[src/rtl/xpd_pkg.sv]
// Package of the XOR-parity packet deframer: constants, codes and shared types.
// No dependencies; the frame tracker, drain unit, top level and testbench import it.
package xpd_pkg;

   localparam int unsigned MAX_PACKET_BYTES_DEF = 16;
   // Width of the packet count (counts up to 63 bytes)
   localparam int unsigned PKT_CNT_W = 6;

   localparam logic [7:0] TIMEOUT_RST = 8'd10;
   localparam logic [7:0] START_RST   = 8'hAB;
   localparam logic [7:0] STOP_RST    = 8'hCD;
   localparam logic [7:0] MIN_LEN     = 8'd3;

   // Register indexes of the configuration port
   localparam logic [1:0] REG_TIMEOUT = 2'd0;
   localparam logic [1:0] REG_START   = 2'd1;
   localparam logic [1:0] REG_STOP    = 2'd2;

   // Frame phases
   localparam logic [1:0] PH_HUNT = 2'd0;
   localparam logic [1:0] PH_LEN  = 2'd1;
   localparam logic [1:0] PH_BODY = 2'd2;

   typedef struct packed {
      logic                 go;
      logic [PKT_CNT_W-1:0] count;
   } xpd_drain_type;

endpackage

[src/rtl/xpd_req_if.sv]
// Input channel of the deframer: received byte or millisecond tick beats.
// Valid/ready handshake; no dependencies.
interface xpd_req_if;
   logic       valid;
   logic       ready;
   logic       action;
   logic [7:0] data_byte;

   modport source (output valid, output action, output data_byte, input ready);
   modport sink   (input valid, input action, input data_byte, output ready);
endinterface

[src/rtl/xpd_rsp_if.sv]
// Result channel of the deframer: command and data bytes of good packets.
// Valid/ready handshake; no dependencies.
interface xpd_rsp_if;
   logic       valid;
   logic       ready;
   logic [7:0] packet_byte;
   logic       is_command;
   logic       last;

   modport source (output valid, output packet_byte, output is_command, output last,
                   input ready);
   modport sink   (input valid, input packet_byte, input is_command, input last,
                   output ready);
endinterface

[src/rtl/xpd_ram.sv]
// Generic single-write, single-read RAM with registered read data.
// No dependencies; width and depth set by parameters.
module xpd_ram #(
   parameter int unsigned WIDTH = 8,
   parameter int unsigned DEPTH = 16,
   localparam int unsigned AW   = (DEPTH > 1) ? $clog2(DEPTH) : 1
) (
   input  logic             clock,
   input  logic             wr_en,
   input  logic [AW-1:0]    wr_addr,
   input  logic [WIDTH-1:0] wr_data,
   input  logic             rd_en,
   input  logic [AW-1:0]    rd_addr,
   output logic [WIDTH-1:0] rd_data
);
   logic [WIDTH-1:0] mem_ff [DEPTH];
   logic [WIDTH-1:0] rd_data_ff;

   always_ff @(posedge clock) begin
      if (wr_en) begin
         mem_ff[wr_addr] <= wr_data;
      end
      if (rd_en) begin
         rd_data_ff <= mem_ff[rd_addr];
      end
   end

   assign rd_data = rd_data_ff;
endmodule

[src/rtl/xpd_frame.sv]
// Frame tracker: hunt, length, body, parity and timeout; writes the packet store.
// Depends on xpd_pkg; starts the drain unit on a good stop byte.
module xpd_frame #(
   parameter int unsigned MAX_PACKET_BYTES = xpd_pkg::MAX_PACKET_BYTES_DEF,
   localparam int unsigned AW = (MAX_PACKET_BYTES > 1) ? $clog2(MAX_PACKET_BYTES) : 1
) (
   input  logic                  clock,
   input  logic                  reset,
   input  logic                  beat,
   input  logic                  action,
   input  logic [7:0]            data_byte,
   input  logic [7:0]            timeout_ticks,
   input  logic [7:0]            start_byte,
   input  logic [7:0]            stop_byte,
   output logic                  wr_en,
   output logic [AW-1:0]         wr_addr,
   output logic [7:0]            wr_data,
   output xpd_pkg::xpd_drain_type drain
);
   import xpd_pkg::*;

   localparam int unsigned CW      = $clog2(MAX_PACKET_BYTES + 3);
   localparam logic [7:0]  MAX_LEN = 8'(MAX_PACKET_BYTES + 2);

   logic [1:0]    phase_ff, phase_in;
   logic [CW-1:0] len_ff, len_in;
   logic [CW-1:0] cnt_ff, cnt_in;
   logic [7:0]    par_ff, par_in;
   logic          match_ff, match_in;
   logic [7:0]    idle_ff, idle_in;
   logic [7:0]    idle_inc;
   logic [CW-1:0] pkt;

   assign pkt      = len_ff - CW'(2);
   assign idle_inc = (idle_ff == 8'hFF) ? idle_ff : idle_ff + 8'd1;

   always_comb begin
      phase_in    = phase_ff;
      len_in      = len_ff;
      cnt_in      = cnt_ff;
      par_in      = par_ff;
      match_in    = match_ff;
      idle_in     = idle_ff;
      wr_en       = 1'b0;
      wr_addr     = cnt_ff[AW-1:0];
      wr_data     = data_byte;
      drain.go    = 1'b0;
      drain.count = PKT_CNT_W'(pkt);

      if (beat && action) begin
         if (phase_ff != PH_HUNT) begin
            idle_in = idle_inc;
            if (idle_inc >= timeout_ticks) begin
               phase_in = PH_HUNT;
               len_in   = '0;
               cnt_in   = '0;
               par_in   = '0;
               match_in = 1'b0;
               idle_in  = '0;
            end
         end
      end else if (beat) begin
         idle_in = '0;
         case (phase_ff)
            PH_HUNT: begin
               if (data_byte == start_byte) begin
                  phase_in = PH_LEN;
               end
            end
            PH_LEN: begin
               if (data_byte < MIN_LEN || data_byte > MAX_LEN) begin
                  phase_in = PH_HUNT;
                  len_in   = '0;
                  cnt_in   = '0;
                  par_in   = '0;
                  match_in = 1'b0;
               end else begin
                  phase_in = PH_BODY;
                  len_in   = CW'(data_byte);
                  par_in   = data_byte;
                  cnt_in   = '0;
                  match_in = 1'b0;
               end
            end
            PH_BODY: begin
               if (cnt_ff < pkt) begin
                  wr_en  = 1'b1;
                  par_in = par_ff ^ data_byte;
                  cnt_in = cnt_ff + CW'(1);
               end else if (cnt_ff == pkt) begin
                  match_in = (data_byte == par_ff);
                  cnt_in   = cnt_ff + CW'(1);
               end else begin
                  drain.go = (data_byte == stop_byte) && match_ff;
                  phase_in = PH_HUNT;
                  len_in   = '0;
                  cnt_in   = '0;
                  par_in   = '0;
                  match_in = 1'b0;
               end
            end
            default: begin
               phase_in = PH_HUNT;
               len_in   = '0;
               cnt_in   = '0;
               par_in   = '0;
               match_in = 1'b0;
            end
         endcase
      end
   end

   always_ff @(posedge clock) begin
      if (reset) begin
         phase_ff <= PH_HUNT;
         len_ff   <= '0;
         cnt_ff   <= '0;
         par_ff   <= '0;
         match_ff <= 1'b0;
         idle_ff  <= '0;
      end else begin
         phase_ff <= phase_in;
         len_ff   <= len_in;
         cnt_ff   <= cnt_in;
         par_ff   <= par_in;
         match_ff <= match_in;
         idle_ff  <= idle_in;
      end
   end
endmodule

[src/rtl/xpd_drain.sv]
// Drain unit: reads the packet store into the result register, one entry a cycle while rsp does not stall.
// Depends on xpd_pkg and xpd_rsp_if; reports busy back to the input side.
module xpd_drain #(
   parameter int unsigned MAX_PACKET_BYTES = xpd_pkg::MAX_PACKET_BYTES_DEF,
   localparam int unsigned AW = (MAX_PACKET_BYTES > 1) ? $clog2(MAX_PACKET_BYTES) : 1
) (
   input  logic                  clock,
   input  logic                  reset,
   input  xpd_pkg::xpd_drain_type drain,
   output logic                  rd_en,
   output logic [AW-1:0]         rd_addr,
   input  logic [7:0]            rd_data,
   output logic                  busy,
   xpd_rsp_if.source             rsp
);
   import xpd_pkg::*;

   logic [PKT_CNT_W-1:0] rem_ff, rem_in;
   logic [AW-1:0]        idx_ff, idx_in;
   logic                 pend_ff, pend_in;
   logic                 pend_cmd_ff, pend_cmd_in;
   logic                 pend_last_ff, pend_last_in;
   logic                 valid_ff, valid_in;
   logic [7:0]           byte_ff, byte_in;
   logic                 cmd_ff, cmd_in;
   logic                 last_ff, last_in;
   logic                 load;

   // Move the fetched byte into the result register when it is free
   assign load  = pend_ff && (!valid_ff || rsp.ready);
   assign rd_en = (rem_ff != '0) && (!pend_ff || load);
   assign rd_addr = idx_ff;

   always_comb begin
      rem_in       = rem_ff;
      idx_in       = idx_ff;
      pend_in      = pend_ff && !load;
      pend_cmd_in  = pend_cmd_ff;
      pend_last_in = pend_last_ff;
      valid_in     = valid_ff && !rsp.ready;
      byte_in      = byte_ff;
      cmd_in       = cmd_ff;
      last_in      = last_ff;

      if (drain.go) begin
         rem_in = drain.count;
         idx_in = '0;
      end else if (rd_en) begin
         rem_in       = rem_ff - PKT_CNT_W'(1);
         idx_in       = idx_ff + AW'(1);
         pend_in      = 1'b1;
         pend_cmd_in  = (idx_ff == '0);
         pend_last_in = (rem_ff == PKT_CNT_W'(1));
      end

      if (load) begin
         valid_in = 1'b1;
         byte_in  = rd_data;
         cmd_in   = pend_cmd_ff;
         last_in  = pend_last_ff;
      end
   end

   always_ff @(posedge clock) begin
      if (reset) begin
         rem_ff   <= '0;
         pend_ff  <= 1'b0;
         valid_ff <= 1'b0;
      end else begin
         rem_ff   <= rem_in;
         pend_ff  <= pend_in;
         valid_ff <= valid_in;
      end
      idx_ff       <= idx_in;
      pend_cmd_ff  <= pend_cmd_in;
      pend_last_ff <= pend_last_in;
      byte_ff      <= byte_in;
      cmd_ff       <= cmd_in;
      last_ff      <= last_in;
   end

   assign busy            = (rem_ff != '0) || pend_ff || valid_ff;
   assign rsp.valid       = valid_ff;
   assign rsp.packet_byte = byte_ff;
   assign rsp.is_command  = cmd_ff;
   assign rsp.last        = last_ff;
endmodule

[src/rtl/xor_parity_packet_deframer.sv]
// Start/stop framed packet deframer with XOR parity. A req beat (a byte or
// a millisecond tick) is taken whenever no packet is draining. Bytes of the
// frame body land in a packet store RAM; after a good stop byte the command
// and data bytes are read back at one per cycle while rsp does not stall,
// through the RAM's single read port, and leave on rsp through the drain
// unit's result register. From the cycle after the stop beat until the last
// result beat is taken, req ready is low. Bad length, bad parity, bad stop
// byte and tick timeouts drop the frame without a result.
// Depends on xpd_pkg, xpd_req_if, xpd_rsp_if, xpd_ram, xpd_frame, xpd_drain.
module xor_parity_packet_deframer #(
   parameter int unsigned MAX_PACKET_BYTES = xpd_pkg::MAX_PACKET_BYTES_DEF
) (
   input  logic       clock,
   input  logic       reset,
   xpd_req_if.sink    req_if,
   xpd_rsp_if.source  rsp_if,
   input  logic       csr_we,
   input  logic [1:0] csr_index,
   input  logic [7:0] csr_wdata
);
   import xpd_pkg::*;

   localparam int unsigned AW = (MAX_PACKET_BYTES > 1) ? $clog2(MAX_PACKET_BYTES) : 1;

   // Configuration registers
   logic [7:0] timeout_ff, timeout_in;
   logic [7:0] start_ff, start_in;
   logic [7:0] stop_ff, stop_in;

   logic          beat;
   logic          busy;
   logic          wr_en;
   logic [AW-1:0] wr_addr;
   logic [7:0]    wr_data;
   logic          rd_en;
   logic [AW-1:0] rd_addr;
   logic [7:0]    rd_data;
   xpd_drain_type drain;

   // Decode the write; drop writes to indexes past the register list
   always_comb begin
      timeout_in = timeout_ff;
      start_in   = start_ff;
      stop_in    = stop_ff;
      if (csr_we) begin
         case (csr_index)
            REG_TIMEOUT: timeout_in = csr_wdata;
            REG_START:   start_in   = csr_wdata;
            REG_STOP:    stop_in    = csr_wdata;
            default:     ;
         endcase
      end
   end

   always_ff @(posedge clock) begin
      if (reset) begin
         timeout_ff <= TIMEOUT_RST;
         start_ff   <= START_RST;
         stop_ff    <= STOP_RST;
      end else begin
         timeout_ff <= timeout_in;
         start_ff   <= start_in;
         stop_ff    <= stop_in;
      end
   end

   // Hold the input while a packet drains, so the store is never written
   // and read in the same frame window
   assign req_if.ready = !busy;
   assign beat         = req_if.valid && !busy;

   xpd_frame #(
      .MAX_PACKET_BYTES(MAX_PACKET_BYTES)
   ) u_frame (
      .clock         (clock),
      .reset         (reset),
      .beat          (beat),
      .action        (req_if.action),
      .data_byte     (req_if.data_byte),
      .timeout_ticks (timeout_ff),
      .start_byte    (start_ff),
      .stop_byte     (stop_ff),
      .wr_en         (wr_en),
      .wr_addr       (wr_addr),
      .wr_data       (wr_data),
      .drain         (drain)
   );

   xpd_ram #(
      .WIDTH (8),
      .DEPTH (MAX_PACKET_BYTES)
   ) u_store (
      .clock   (clock),
      .wr_en   (wr_en),
      .wr_addr (wr_addr),
      .wr_data (wr_data),
      .rd_en   (rd_en),
      .rd_addr (rd_addr),
      .rd_data (rd_data)
   );

   xpd_drain #(
      .MAX_PACKET_BYTES(MAX_PACKET_BYTES)
   ) u_drain (
      .clock   (clock),
      .reset   (reset),
      .drain   (drain),
      .rd_en   (rd_en),
      .rd_addr (rd_addr),
      .rd_data (rd_data),
      .busy    (busy),
      .rsp     (rsp_if)
   );
endmodule

[src/flat_wrapper.sv]
// flat-port wrapper written by rule: the top's interface ports become plain ports
module xor_parity_packet_deframer_flat import xpd_pkg::*;
#(
   parameter int unsigned MAX_PACKET_BYTES = xpd_pkg::MAX_PACKET_BYTES_DEF
)
  (clock, reset, csr_we, csr_index, csr_wdata, req_if_valid, req_if_action, req_if_data_byte, req_if_ready, rsp_if_valid, rsp_if_packet_byte, rsp_if_is_command, rsp_if_last, rsp_if_ready);
  xpd_req_if req_if_i ();
  xpd_rsp_if rsp_if_i ();
  input  logic clock;
  input  logic reset;
  input  logic csr_we;
  input  logic [1:0] csr_index;
  input  logic [7:0] csr_wdata;
  input wire logic [$bits(req_if_i.valid)-1:0] req_if_valid;
  input wire logic [$bits(req_if_i.action)-1:0] req_if_action;
  input wire logic [$bits(req_if_i.data_byte)-1:0] req_if_data_byte;
  output wire logic [$bits(req_if_i.ready)-1:0] req_if_ready;
  output wire logic [$bits(rsp_if_i.valid)-1:0] rsp_if_valid;
  output wire logic [$bits(rsp_if_i.packet_byte)-1:0] rsp_if_packet_byte;
  output wire logic [$bits(rsp_if_i.is_command)-1:0] rsp_if_is_command;
  output wire logic [$bits(rsp_if_i.last)-1:0] rsp_if_last;
  input wire logic [$bits(rsp_if_i.ready)-1:0] rsp_if_ready;
  assign req_if_i.valid = req_if_valid;
  assign req_if_i.action = req_if_action;
  assign req_if_i.data_byte = req_if_data_byte;
  assign req_if_ready = req_if_i.ready;
  assign rsp_if_valid = rsp_if_i.valid;
  assign rsp_if_packet_byte = rsp_if_i.packet_byte;
  assign rsp_if_is_command = rsp_if_i.is_command;
  assign rsp_if_last = rsp_if_i.last;
  assign rsp_if_i.ready = rsp_if_ready;
  xor_parity_packet_deframer #(.MAX_PACKET_BYTES(MAX_PACKET_BYTES)) u_core (.clock(clock), .reset(reset), .req_if(req_if_i), .rsp_if(rsp_if_i), .csr_we(csr_we), .csr_index(csr_index), .csr_wdata(csr_wdata));
endmodule
[config.mk]
export PLATFORM = sky130hd
export DESIGN_NAME = xor_parity_packet_deframer_flat
export DESIGN_NICKNAME = d
export VERILOG_FILES = /design/src/rtl/xpd_pkg.sv /design/src/rtl/xpd_req_if.sv /design/src/rtl/xpd_rsp_if.sv /design/src/rtl/xpd_ram.sv /design/src/rtl/xpd_frame.sv /design/src/rtl/xpd_drain.sv /design/src/rtl/xor_parity_packet_deframer.sv /design/src/flat_wrapper.sv
export SDC_FILE = /design/constraint.sdc
export NUM_CORES = 1
export LEC_CHECK = 0
export BUFFER_PORTS_ARGS = -buffer_cell sky130_fd_sc_hd__buf_2
export CAP_MARGIN = 20
export CORE_ASPECT_RATIO = 1.2
export CORE_MARGIN = 4
export CORE_UTILIZATION = 40
export DETAILED_ROUTE_END_ITERATION = 8
export HOLD_SLACK_MARGIN = 0.15
export PLACE_DENSITY_LB_ADDON = 0.05
export SYNTH_ARGS = -nofsm -noshare
export SYNTH_HDL_FRONTEND = slang
export SYNTH_SLANG_ARGS = --single-unit
[constraint.sdc]
create_clock -name clock -period 3.75 [get_ports clock]
set_input_delay 0.5625 -clock clock [delete_from_list [all_inputs] [get_ports clock]]
set_output_delay 0.5625 -clock clock [all_outputs]
set_load 0.02 [all_outputs]
; Yosys cells after proc, flatten, opt, wreduce, memory -nomap -nowiden
; Memory sizes are Yosys's and may differ from the RTL's. A register that Yosys moved wholly into a read port is not among the register bits.
; Cells that the tools add are included.
[word_totals]
ff_bits = 77
ramBits = 128
output_inout_bits = 12
elab_cells = 141
mem_count = 1
[classes]
add_sub_neg = 5
magnitude_cmp = 4
n_eq_ne = 17
muxes = 58
n_bitwise = 2
reduce_logical = 35
[mem_list]
columns = memory, words, width, read_ports, rd_clocked_by_memory_dff, write_ports, line
row1 = u_core.u_store.mem_ff, 16, 8, 1, 1, 1, xpd_ram.sv:16  ; logic [WIDTH-1:0] mem_ff [DEPTH];
[ops]
columns = cell, n
row1 = $mux 8, 12
row2 = $mux 5, 13
row3 = $eq 8x8->1, 3
row4 = $pmux 8 s3, 1
row5 = $mux 1, 20
row6 = $mux 2, 8
row7 = $pmux 5 s3, 1
row8 = $reduce_and 6->1, 2
row9 = $pmux 5 s2, 1
row10 = $reduce_and 2->1, 5
row11 = $reduce_and 5->1, 2
row12 = $ne 3x3->1 const B, 3
row13 = $add 8x1->8 const B, 1
row14 = $eq 8x8->1 const B, 1
row15 = $ge 8x8->1, 1
row16 = $gt 8x5->1 const B, 1
row17 = $lt 8x2->1 const B, 1
row18 = $xor 8x8->8, 1
row19 = $logic_and 1x1->1, 7
row20 = $eq 6x1->1 const B, 1
row21 = $pmux 2 s3, 1
row22 = $reduce_bool 2->1, 3
row23 = $reduce_bool 6->1, 1
row24 = $sub 6x1->6 const B, 1
row25 = 18 further kinds, 30

; Logic depth before layout (Yosys ltp)
; Gate-level depths: netlist (run 1).
[depth]
word_depth = 9
ltp_mapped = 13
mapped_depth_nobuf = 12

; Hierarchy
; A second synthesis (run 1) with hierarchy kept.
[unflattened]
hier_cells = 727
hier_area_um2 = 9681.8
[modules_own_cells]
columns = mod, instances, cells_each, area_per_inst_um2, seq_area_each_um2
row1 = xpd_ram, 1, 229, 5227.5, 4083.9
row2 = xpd_frame, 1, 311, 2408.6, 580.6
row3 = xpd_drain, 1, 87, 1047.3, 600.6
row4 = xor_parity_packet_deframer, 1, 100, 998.5, 480.5

; Worst setup path before layout (run 1)
; No wires, ideal clock.
[synth_timing]
path_type = register to register
from = reg u_core.u_frame.idle_ff[0]
to = reg u_core.u_frame.par_ff[0]
t_arrival_ns = 2.726
t_required_ns = 3.629
setup_slack_ns = 0.903
path_stages_with_launch = 11
synth_period_minus_slack_ns = 2.847
path_cell_list = dfxtp_1 > ha_1 > nand4_1 > mux2_2 > ha_1 > nor2b_1 > o2111ai_1 > nand4b_1 > o211ai_1 > nor2_4 > mux2_2
[synth_via]
elab_chain_len = 5
word_cells_on_any_way = 6
cone_classes = add/sub (1) / order compare (1) / eq/ne (2) / mux (1) / reduce/logical (1)
[synth_lines]
columns = item, line
row1 = "start, declared", xpd_frame.sv:30  ; logic [7:0] idle_ff, idle_in;
row2 = "start signal, assigned", xpd_frame.sv:127  ; idle_ff <= idle_in;
row3 = $add 8x1->8 or $eq 8x8->1 (tied branches), xpd_frame.sv:35  ; assign idle_inc = (idle_ff == 8'hFF) ? idle_ff : idle_ff + 8'd1;
row4 = $mux 8 *, xpd_frame.sv:35
row5 = $ge 8x8->1 *, xpd_frame.sv:53  ; if (idle_inc >= timeout_ticks) begin
row6 = $ne 2x1->1 (no line) *, --
row7 = $reduce_and 5->1 (no line) *, --
row8 = "end signal, assigned", xpd_frame.sv:125  ; par_ff <= par_in;
row9 = "end, declared", xpd_frame.sv:28  ; logic [7:0] par_ff, par_in;
; Mark *: on every way between the ends. The rest lies on a longest branch, timed or not.
; A chain may end at the register's enable or synchronous reset.

; Worst setup path after layout (run 1)
[layout_timing]
from = reg u_core.u_frame.idle_ff[0]
to = reg u_core.u_frame.phase_ff[0]
[layout_via]
elab_chain_len = 5
word_cells_on_any_way = 6
cone_classes = add/sub (1) / order compare (1) / eq/ne (2) / mux (1) / reduce/logical (1)
[layout_lines]
columns = item, line
row1 = $add 8x1->8 or $eq 8x8->1 (tied branches), xpd_frame.sv:35
row2 = $mux 8 *, xpd_frame.sv:35
row3 = $ge 8x8->1 *, xpd_frame.sv:53
row4 = $ne 2x1->1 (no line) *, --
row5 = $reduce_and 6->1 (no line) *, --
row6 = "end signal, assigned", xpd_frame.sv:122  ; phase_ff <= phase_in;
row7 = "end, declared", xpd_frame.sv:25  ; logic [1:0] phase_ff, phase_in;
; Marked as above.

==> results of run 1 <==
state kept, by name, indices dropped and copies added, names as in the netlist, 2 cells and up:
| signal | cells |
|---|---|
| u_core.u_frame.phase_ff | 2 |
| u_core.u_frame.cnt_ff | 5 |
| u_core.u_drain.rd_addr | 4 |
| u_core.u_store.rd_data | 8 |
| u_core.u_frame.len_ff | 5 |
| u_core.u_frame.par_ff | 8 |
| u_core.u_frame.idle_ff | 8 |
| u_core.u_store.mem_ff | 128 |
| u_core.stop_ff | 8 |
| u_core.u_drain.rsp.packet_byte | 8 |
| u_core.u_drain.rem_ff | 6 |
| u_core.timeout_ff | 8 |
| u_core.start_ff | 8 |
power by group:
part | leakage (nW) | internal (mW) | switching (mW)
clock | 0.336 | 1.26 | 0.868
combinational | 1.60 | 0.676 | 0.751
sequential | 1.88 | 2.76 | 0.191
routing by layer:
metal,vias up,track usage,part of all wire
li1,2793,-,-
met1,2895,0.216,0.41
met3,33,0.0236,0.032
met2,102,0.322,0.53
met5,-,0,0
met4,0,0.0443,0.024
worst paths after layout:
kind,from,end,depth (start not counted)
max,u_core.u_frame.idle_ff[0]$_SDFFE_PP0P_,u_core.u_frame.phase_ff[0]$_SDFFE_PP0P_,10
min,csr_wdata[1],u_core.start_ff[1]$_SDFFE_PP1P_,3
max reg2reg,u_core.u_frame.idle_ff[0]$_SDFFE_PP0P_,u_core.u_frame.phase_ff[0]$_SDFFE_PP0P_,10
min reg2reg,u_core.u_drain.pend_cmd_ff$_DFFE_PP_,u_core.u_drain.rsp.is_command$_DFFE_PP_,0
cells by family after synthesis:
| group | Yosys count | synth area share |
|---|---|---|
| AOI/OAI and AO/OA | 93 | 0.0642 |
| xor gates and xnor gates | 26 | 0.0241 |
| adders and majority gates | 27 | 0.0358 |
| buffers and inverters | 60 | 0.0245 |
| DFF | 213 | 0.609 |
| muxes | 48 | 0.105 |
| and+or+nand+nor | 253 | 0.137 |
through the flow:
step / hold slack (ns) / std cells / power, mW
6_report: 0.337 / 1106 / 6.51
5_1_grt: 0.335 / 1106 / 6.84
4_1_cts: 0.328 / 1105 / 6.63
3_5_place_dp: 0.406 / 1066 / 4.47
3_3_place_gp: 0.403 / 1066 / 4.48
2_1_floorplan: 0.400 / 720 / 3.99
cells in the mapped netlist, types with 14 or more instances:
cell type | number | area, um^2
nand2_1 | 81 | 304
mux4_2 | 40 | 901
dfxtp_1 | 65 | 1300
edfxtp_1 | 148 | 4440
inv_1 | 24 | 90.1
clkbuf_1 | 26 | 97.6
nor2b_1 | 21 | 131
nand3_1 | 29 | 145
a21oi_1 | 38 | 190
xnor2_1 | 14 | 123
ha_1 | 27 | 338
nor2_1 | 46 | 173
tightest hold or removal path, delay by kind of cell:
kind                   cells  cell delay (ns)
buffers and inverters      1             0.11
AND/OR/NAND/NOR            2             0.13
cell type report:
type                    count  share of cell area
multi-input cells         447               0.320
repair buffers             66              0.0375
inverters                  26             0.00903
clock buffers              28              0.0550
clock inverters            11              0.0104
well taps                 315              0.0365
flip-flops and latches    213               0.532
==> impl_metrics.ini, run 1 <==
[worst_setup_path]
critPathSlowestCell = a21oi_1
cp_top_family = compound AO/OA/AOI/OAI gates
end_kind = flip-flop
worstPathArrival_ns = 3.64
cp_num_buf_inv = 0
crit_path_start_kind = flip-flop
ff2ff_setup_slack_ns = 0.49
crit_chain = ha_1 -> nand4_1 -> mux2_2 -> ha_1 -> nor2b_1 -> o2111ai_1 -> nand4b_1 -> a21oi_1 -> nor3_1 -> o211a_1
cp_max_fo = 7
path_common_cell = ha_1
required_ns = 4.14
path_class = reg -> reg
cpPeakStageDelay_ns = 0.56

[placed_design]
port_buffers = 35
gp_congestion = 0.819
dpl.hpwl_mm = 15.8
placed_cell_area_um2 = 10100
dp_worst_setup_slack_ns = 0.561

[logic_synthesis]
synthArstFlopShare = 0
ys_types = 63
synthFlopType = edfxtp_1
syn_inst = 720
yosys_warnings = 0
synth-edff-count = 148
synthesis.area_um2 = 9430
synth_nets = 771
ys_ff_latch = 213
synth_area_per_cell_um2 = 13.1
yosysSeqAreaShare = 0.609

[timing]
finalCritPeriodShare = 0.868
rsz0062_at_grt = no
fmax_mhz = 307
final-setup-viol-count = 0
clock_skew_ns = 0.00734
maxSlewViolCount = 0
slew_headroom = 0.266
worst_slew_pin_slew_ns = 1.10
final-hold-violation-count = 0
fin_crit_ns = 3.26
fin_ws_ns = 0.494
fin_setup_tns_ns = 0

[cts]
clk_pin_slew_ns = 0.06
cts_resized = 0
holdBufCountCts = 0
clockBufferDepth = 3
htree_num_levels = 1
cts_setup_buffers = 0
clock-sinks = 213
clockRootBuffer = clkbuf_16
cts_buffers = 23
clock_latency_ns = 0.49
cts_tree = yes

[drt]
drc = 0
routed_via_density = 5.26
ant_nets = 0
vias = 5823
drt-total-wl_mm = 22.5
routedWlPerCell_um = 20.3
dr.first_iter.drc_count = 357
firstDrtPassIters = 5

[layout]
nets = 828
areaGrowthSynthToFinish_pct = 14.6
nFillCells = 2131
layout_commonest_cell = edfxtp_1
post-route-util = 0.466
multi_input_area_um2 = 3460
seqCellArea_um2 = 5750
final_area_um2 = 10800
insertedDiodeCount = 0
final_cell_mix = 148 x edfxtp_1, 81 x nand2_1, 64 x dfxtp_1, 46 x nor2_1, 40 x mux4_2
drive_above_1_share = 0.206

[floorplan]
coreArea_um2 = 23200
ios = 36
die_x_um = 148
die_h_um = 176
start_util = 0.407
dieArea_um2 = 26100
fp-row-count = 61

[grt]
grt_pass1_wl_mm = 34.9
grt_max_degree = 39
antenna_found_initial = 0
grt_remaining_overflow = 0
grt_pass1_vias = 5966
grt_use_total = 0.175

[run_status]
status = complete, no violations

[power_and_ir_drop]
cellPowerDensity_nw_per_um2 = 602
ir_worst_vdd_v = 0.000337
leakage_nw = 3.82

[min_path]
min-delay-path-class = in -> reg

[run]
cap_violations = 0
Note: power is estimated with default switching activity, not from simulation.
==> run 2: changes to the inputs <==
==> constraint.sdc (replaced) <==
create_clock -name clock -period 3.75 [get_ports clock]
set_input_delay 0 -clock clock [delete_from_list [all_inputs] [get_ports clock]]
set_output_delay 0 -clock clock [all_outputs]
set_load 0.02 [all_outputs]
==> run 2 against run 1 <==
  * Clock skew increased by 0.0055 ns
  * Combinational power is 3% higher
  * Non-clock buffer count rose by 31
  * Sequential power barely moved
  * Count of clock-buffer cells in the layout increased by 1
  * Routed wire length up 3.6%
  * Die area stayed put
  * Global-route usage up 0.69 points
==> impl_metrics.ini, run 2 (synthesis results as in run 1) <==
[floorplan]
coreArea_um2 = 23200
die_h_um = 176
die_x_um = 148
start_util = 0.407
dieArea_um2 = 26100
ios = 36
fp-row-count = 61

[grt]
met2_usage = 0.327
grt_remaining_overflow = 0
grt_pass1_wl_mm = 36.2
antenna_found_initial = 0
grt_max_degree = 39
busiest_layer = met2
grtUsageMet1 = 0.218
grt_use_met3 = 0.0259
grt_pass1_vias = 6332
grt_use_total = 0.182

[cts]
cts_buffers = 23
clk_pin_slew_ns = 0.06
clock-sinks = 213
clockRootBuffer = clkbuf_16
clockBufferDepth = 3
cts_setup_buffers = 0
htree_num_levels = 1
clock_latency_ns = 0.50
cts_tree = yes

[placed_design]
dp_worst_setup_slack_ns = 0.463
gp_congestion = 0.805
port_buffers = 35
dp_cells = 1062
dpl.hpwl_mm = 16.2

[timing]
clock_skew_ns = 0.0129
final-hold-violation-count = 0
slew_headroom = 0.466
finalCritPeriodShare = 0.940
final-setup-viol-count = 0
rsz0062_at_grt = no
fin_crit_ns = 3.52
maxSlewViolCount = 0
fin_setup_tns_ns = 0
worst_slew_pin_slew_ns = 0.800
fin_ws_ns = 0.226
fmax_mhz = 284

[layout]
fin_cells = 1138
largest_reg_flops = 128
areaGrowthSynthToFinish_pct = 19.6
seqCellArea_um2 = 5750
nets = 859
nFillCells = 2125
multi_input_area_um2 = 3470
final_cell_mix = 148 x edfxtp_1, 81 x nand2_1, 64 x dfxtp_1, 46 x nor2_1, 40 x mux4_2
insertedDiodeCount = 0
drive_above_1_share = 0.196
layout_commonest_cell = edfxtp_1
top_register = u_core.u_store.mem_ff

[worst_setup_path]
path_class = reg -> reg
cpPeakStageDelay_ns = 0.57
crit_path_start_kind = flip-flop
cp_num_buf_inv = 1
worstPathArrival_ns = 3.96
required_ns = 4.19
end_kind = flip-flop
crit_chain = ha_1 -> nand4_1 -> mux2_2 -> ha_1 -> nor2b_1 -> o2111ai_1 -> nand4b_1 -> a21oi_4 -> o21ai_1 -> a31oi_1 -> dlygate4sd3_1
cp_max_fo = 7
cp_top_family = compound AO/OA/AOI/OAI gates
path_common_cell = ha_1
critPathSlowestCell = dlygate4sd3_1

[power_and_ir_drop]
netSwitchingPower_mw = 1.84
p_seq_frac = 0.422
power_frac_clock = 0.363
intPower_mw = 5.09
power_frac_comb = 0.214
ir_worst_vdd_v = 0.000483
cellPowerDensity_nw_per_um2 = 614
leakage_nw = 4.03
switching_share = 0.266

[drt]
ant_nets = 0
routedWlPerCell_um = 20.5
vias = 6073
drt-total-wl_mm = 23.3
routed_via_density = 5.34
firstDrtPassIters = 5
dr.first_iter.drc_count = 315
drc = 0

[run]
cap_violations = 0

[run_status]
status = complete, no violations

[min_path]
min-delay-path-class = in -> reg
## run 2: path summary, 6_finish.rpt
check                                          from  slack [ns]  cells after the start                                     endpoint
max          u_core.u_frame.idle_ff[0]$_SDFFE_PP0P_        0.23                     11       u_core.u_frame.idle_ff[0]$_SDFFE_PP0P_
min                                    csr_wdata[7]        0.32                      4               u_core.stop_ff[7]$_SDFFE_PP1P_
max reg2reg  u_core.u_frame.idle_ff[0]$_SDFFE_PP0P_        0.23                     11       u_core.u_frame.idle_ff[0]$_SDFFE_PP0P_
min reg2reg     u_core.u_store.rd_data[6]$_DFFE_PP_        0.42                      0  u_core.u_drain.rsp.packet_byte[6]$_DFFE_PP_
## run 2: power by group through the flow
stage | combinational (mW) | clock [mW] | sequential, mW
after floorplan | 1.06 | 0 | 2.93
after global placement | 1.48 | 0 | 2.98
after detailed placement | 1.49 | 0 | 2.98
after CTS | 1.52 | 2.58 | 2.93
after global routing | 1.62 | 2.68 | 2.96
final | 1.48 | 2.52 | 2.93
## run 2: metrics by stage
| step | hold slack (ns) | instance area, um^2 | power [mW] | util |
|---|---|---|---|---|
| CTS | 0.307 | 11300 | 7.03 | 0.485 |
| global route | 0.330 | 11300 | 7.25 | 0.486 |
| detailed placement | 0.291 | 10100 | 4.47 | 0.434 |
| global placement | 0.276 | 10100 | 4.46 | 0.434 |
| floorplan | 0.0989 | 9430 | 3.99 | - |
| finish | 0.316 | 11300 | 6.93 | 0.486 |
## run 2: worst register-to-register path, stage by stage (launching register included)
cell,delay [ns]
dfxtp_1,0.45
ha_1,0.26
nand4_1,0.30
mux2_2,0.39
ha_1,0.31
nor2b_1,0.14
o2111ai_1,0.17
nand4b_1,0.28
a21oi_4,0.33
o21ai_1,0.11
a31oi_1,0.16
dlygate4sd3_1,0.57
## run 2: timing repair
| action | CTS | global route |
|---|---|---|
| gates resized for setup | 0 | 2 |
| endpoints found under the setup margin | 0 | 1 |
| endpoints found under the hold margin | 180 | 0 |
| hold buffers | 34 | 0 |
## run 2: final cells by class
cell class | count | share of cell area
tap | 315 | 0.0349
clock buffer | 29 | 0.0539
inverter | 26 | 0.00865
clock inverter | 11 | 0.0205
sequential | 213 | 0.509
timing repair buffer | 97 | 0.0652
multi-input combinational | 447 | 0.307
## run 2: per-layer routing
metal  part of all wire  vias up
met4              0.041        0
met1               0.40     3011
met5                  0        -
met3              0.035       48
li1                   -     2874
met2               0.52      140
==> run 3: changes to the inputs <==
==> constraint.sdc (replaced) <==
create_clock -name clock -period 3.75 [get_ports clock]
set_input_delay 0.375 -clock clock [delete_from_list [all_inputs] [get_ports clock]]
set_output_delay 0.375 -clock clock [all_outputs]
set_load 0.02 [all_outputs]
==> run 3 against run 2 <==
  * Worst setup slack better by 0.24 ns
  * Count of clock-buffer cells in the layout unchanged
  * Hold slack worse by 0.15 ns
  * Sequential share of layout area up 1.9 points
  * Maximum frequency up 7.2%
==> impl_metrics.ini, run 3 (synthesis results as in run 1) <==
[drt]
drt-total-wl_mm = 23.0
dr.first_iter.drc_count = 284
vias = 5855
routedWlPerCell_um = 20.7
drc = 0
firstDrtPassIters = 4
routed_via_density = 5.27
ant_nets = 0

[grt]
grt_use_total = 0.178
grt_pass1_vias = 6007
antenna_found_initial = 0
grt_pass1_wl_mm = 35.4
grt_max_degree = 38
grt_remaining_overflow = 0

[cts]
clock_latency_ns = 0.49
cts_buffers = 23
clk_pin_slew_ns = 0.06
cts_tree = yes
clock-sinks = 213
clockBufferDepth = 3
htree_num_levels = 1
clockRootBuffer = clkbuf_16
cts_resized = 0

[layout]
layout_commonest_cell = edfxtp_1
final_cell_mix = 148 x edfxtp_1, 81 x nand2_1, 64 x dfxtp_1, 46 x nor2_1, 40 x mux4_2
largest_reg_flops = 128
nFillCells = 2103
insertedDiodeCount = 0
post-route-util = 0.469
nets = 830
top_register = u_core.u_store.mem_ff
drive_above_1_share = 0.203
areaGrowthSynthToFinish_pct = 15.3

[worst_setup_path]
critPathSlowestCell = o211ai_1
crit_start = u_core.u_frame.idle_ff[0]$_SDFFE_PP0P_
required_ns = 4.13
cp_max_fo = 7
cpPeakStageDelay_ns = 0.54
crit_chain = ha_1 -> nand4_1 -> mux2_2 -> ha_1 -> nor2b_1 -> o2111ai_1 -> nand4b_1 -> o211ai_1 -> nor2_4 -> mux2_2
path_class = reg -> reg
crit_path_start_kind = flip-flop
end_kind = flip-flop
r2r-start = u_core.u_frame.idle_ff[0]$_SDFFE_PP0P_
worstPathArrival_ns = 3.67

[floorplan]
dieArea_um2 = 26100
start_util = 0.407
die_x_um = 148
ios = 36
die_h_um = 176
fp-row-count = 61
coreArea_um2 = 23200

[min_path]
hp-start = rsp_if_ready
min-delay-path-class = in -> reg

[placed_design]
gp_congestion = 0.804
dpl.hpwl_mm = 16.0
port_buffers = 35

[timing]
fmax_mhz = 304
final-hold-violation-count = 0
worst_slew_pin_slew_ns = 0.727
final-setup-viol-count = 0
fin_crit_ns = 3.29
slew_headroom = 0.514
fin_setup_tns_ns = 0
clock_skew_ns = 0.00751
finalCritPeriodShare = 0.877
rsz0062_at_grt = no
maxSlewViolCount = 0

[power_and_ir_drop]
cellPowerDensity_nw_per_um2 = 609
leakage_nw = 3.85
ir_worst_vdd_v = 0.000355

[run]
cap_violations = 0

[run_status]
status = complete, no violations
run 3: cell count changes in the layout (fill, tap and decap cells not counted), sizes merged:
cell         delta
buf             +1
bufinv          -4
clkinv          +3
clkinvlp        +2
dlygate4sd3    -30
run 3: per-stage QoR:
step	cell area [um^2]	power, mW	worst slack, ns	cells	hold WS (ns)
floorplan	9430	3.99	0.903	720	0.400
global placement	10100	4.46	0.585	1063	0.401
detailed placement	10100	4.47	0.513	1063	0.405
CTS	10900	6.72	0.486	1108	0.152
global route	10900	6.94	0.221	1110	0.156
finish	10900	6.62	0.463	1110	0.171
run 3: cell type report:
type	count	area, um^2	share of cell area
clock inverter	12	141	0.0130
sequential	213	5750	0.528
multi-input combinational	447	3460	0.318
tap	315	394	0.0362
clock buffer	29	598	0.0550
inverter	26	97.6	0.00897
timing repair buffer	68	443	0.0407
run 3: critical path: cells and delay by family, from the launching register on:
kind                       cells  cell delay [ns]
AOI/OAI and AO/OA              2             0.70
muxes                          2             0.68
adders and majority gates      2             0.56
DFF                            1             0.45
and+or+nand+nor                4             0.78
run 3: power breakdown:
| part | switching [mW] | internal (mW) | total (mW) |
|---|---|---|---|
| Clock | 0.893 | 1.34 | 2.23 |
| Sequential | 0.168 | 2.76 | 2.93 |
| Combinational | 0.780 | 0.685 | 1.46 |
run 3: final timing paths:
kind                            slack [ns]                                     endpoint  depth (start not counted)
worst max-delay path                  0.46        u_core.u_frame.par_ff[1]$_SDFFE_PP0P_                         10
worst min-delay path                  0.17          u_core.u_drain.rsp.valid$_SDFF_PP0_                          4
worst max register to register        0.46        u_core.u_frame.par_ff[1]$_SDFFE_PP0P_                         10
worst min register to register        0.42  u_core.u_drain.rsp.packet_byte[2]$_DFFE_PP_                          0
run 3: metal layers:
layer,vias to the layer above,track usage,wire length (um)
met4,0,0.0524,612
met5,-,0,0
met3,32,0.0226,793
met2,104,0.336,12500
met1,2920,0.210,9030
li1,2799,-,-
run 3: what timing repair did:
item	in CTS	in global routing
hold buffers	4	0
setup buffers	0	0
endpoints found under the hold margin	7	0
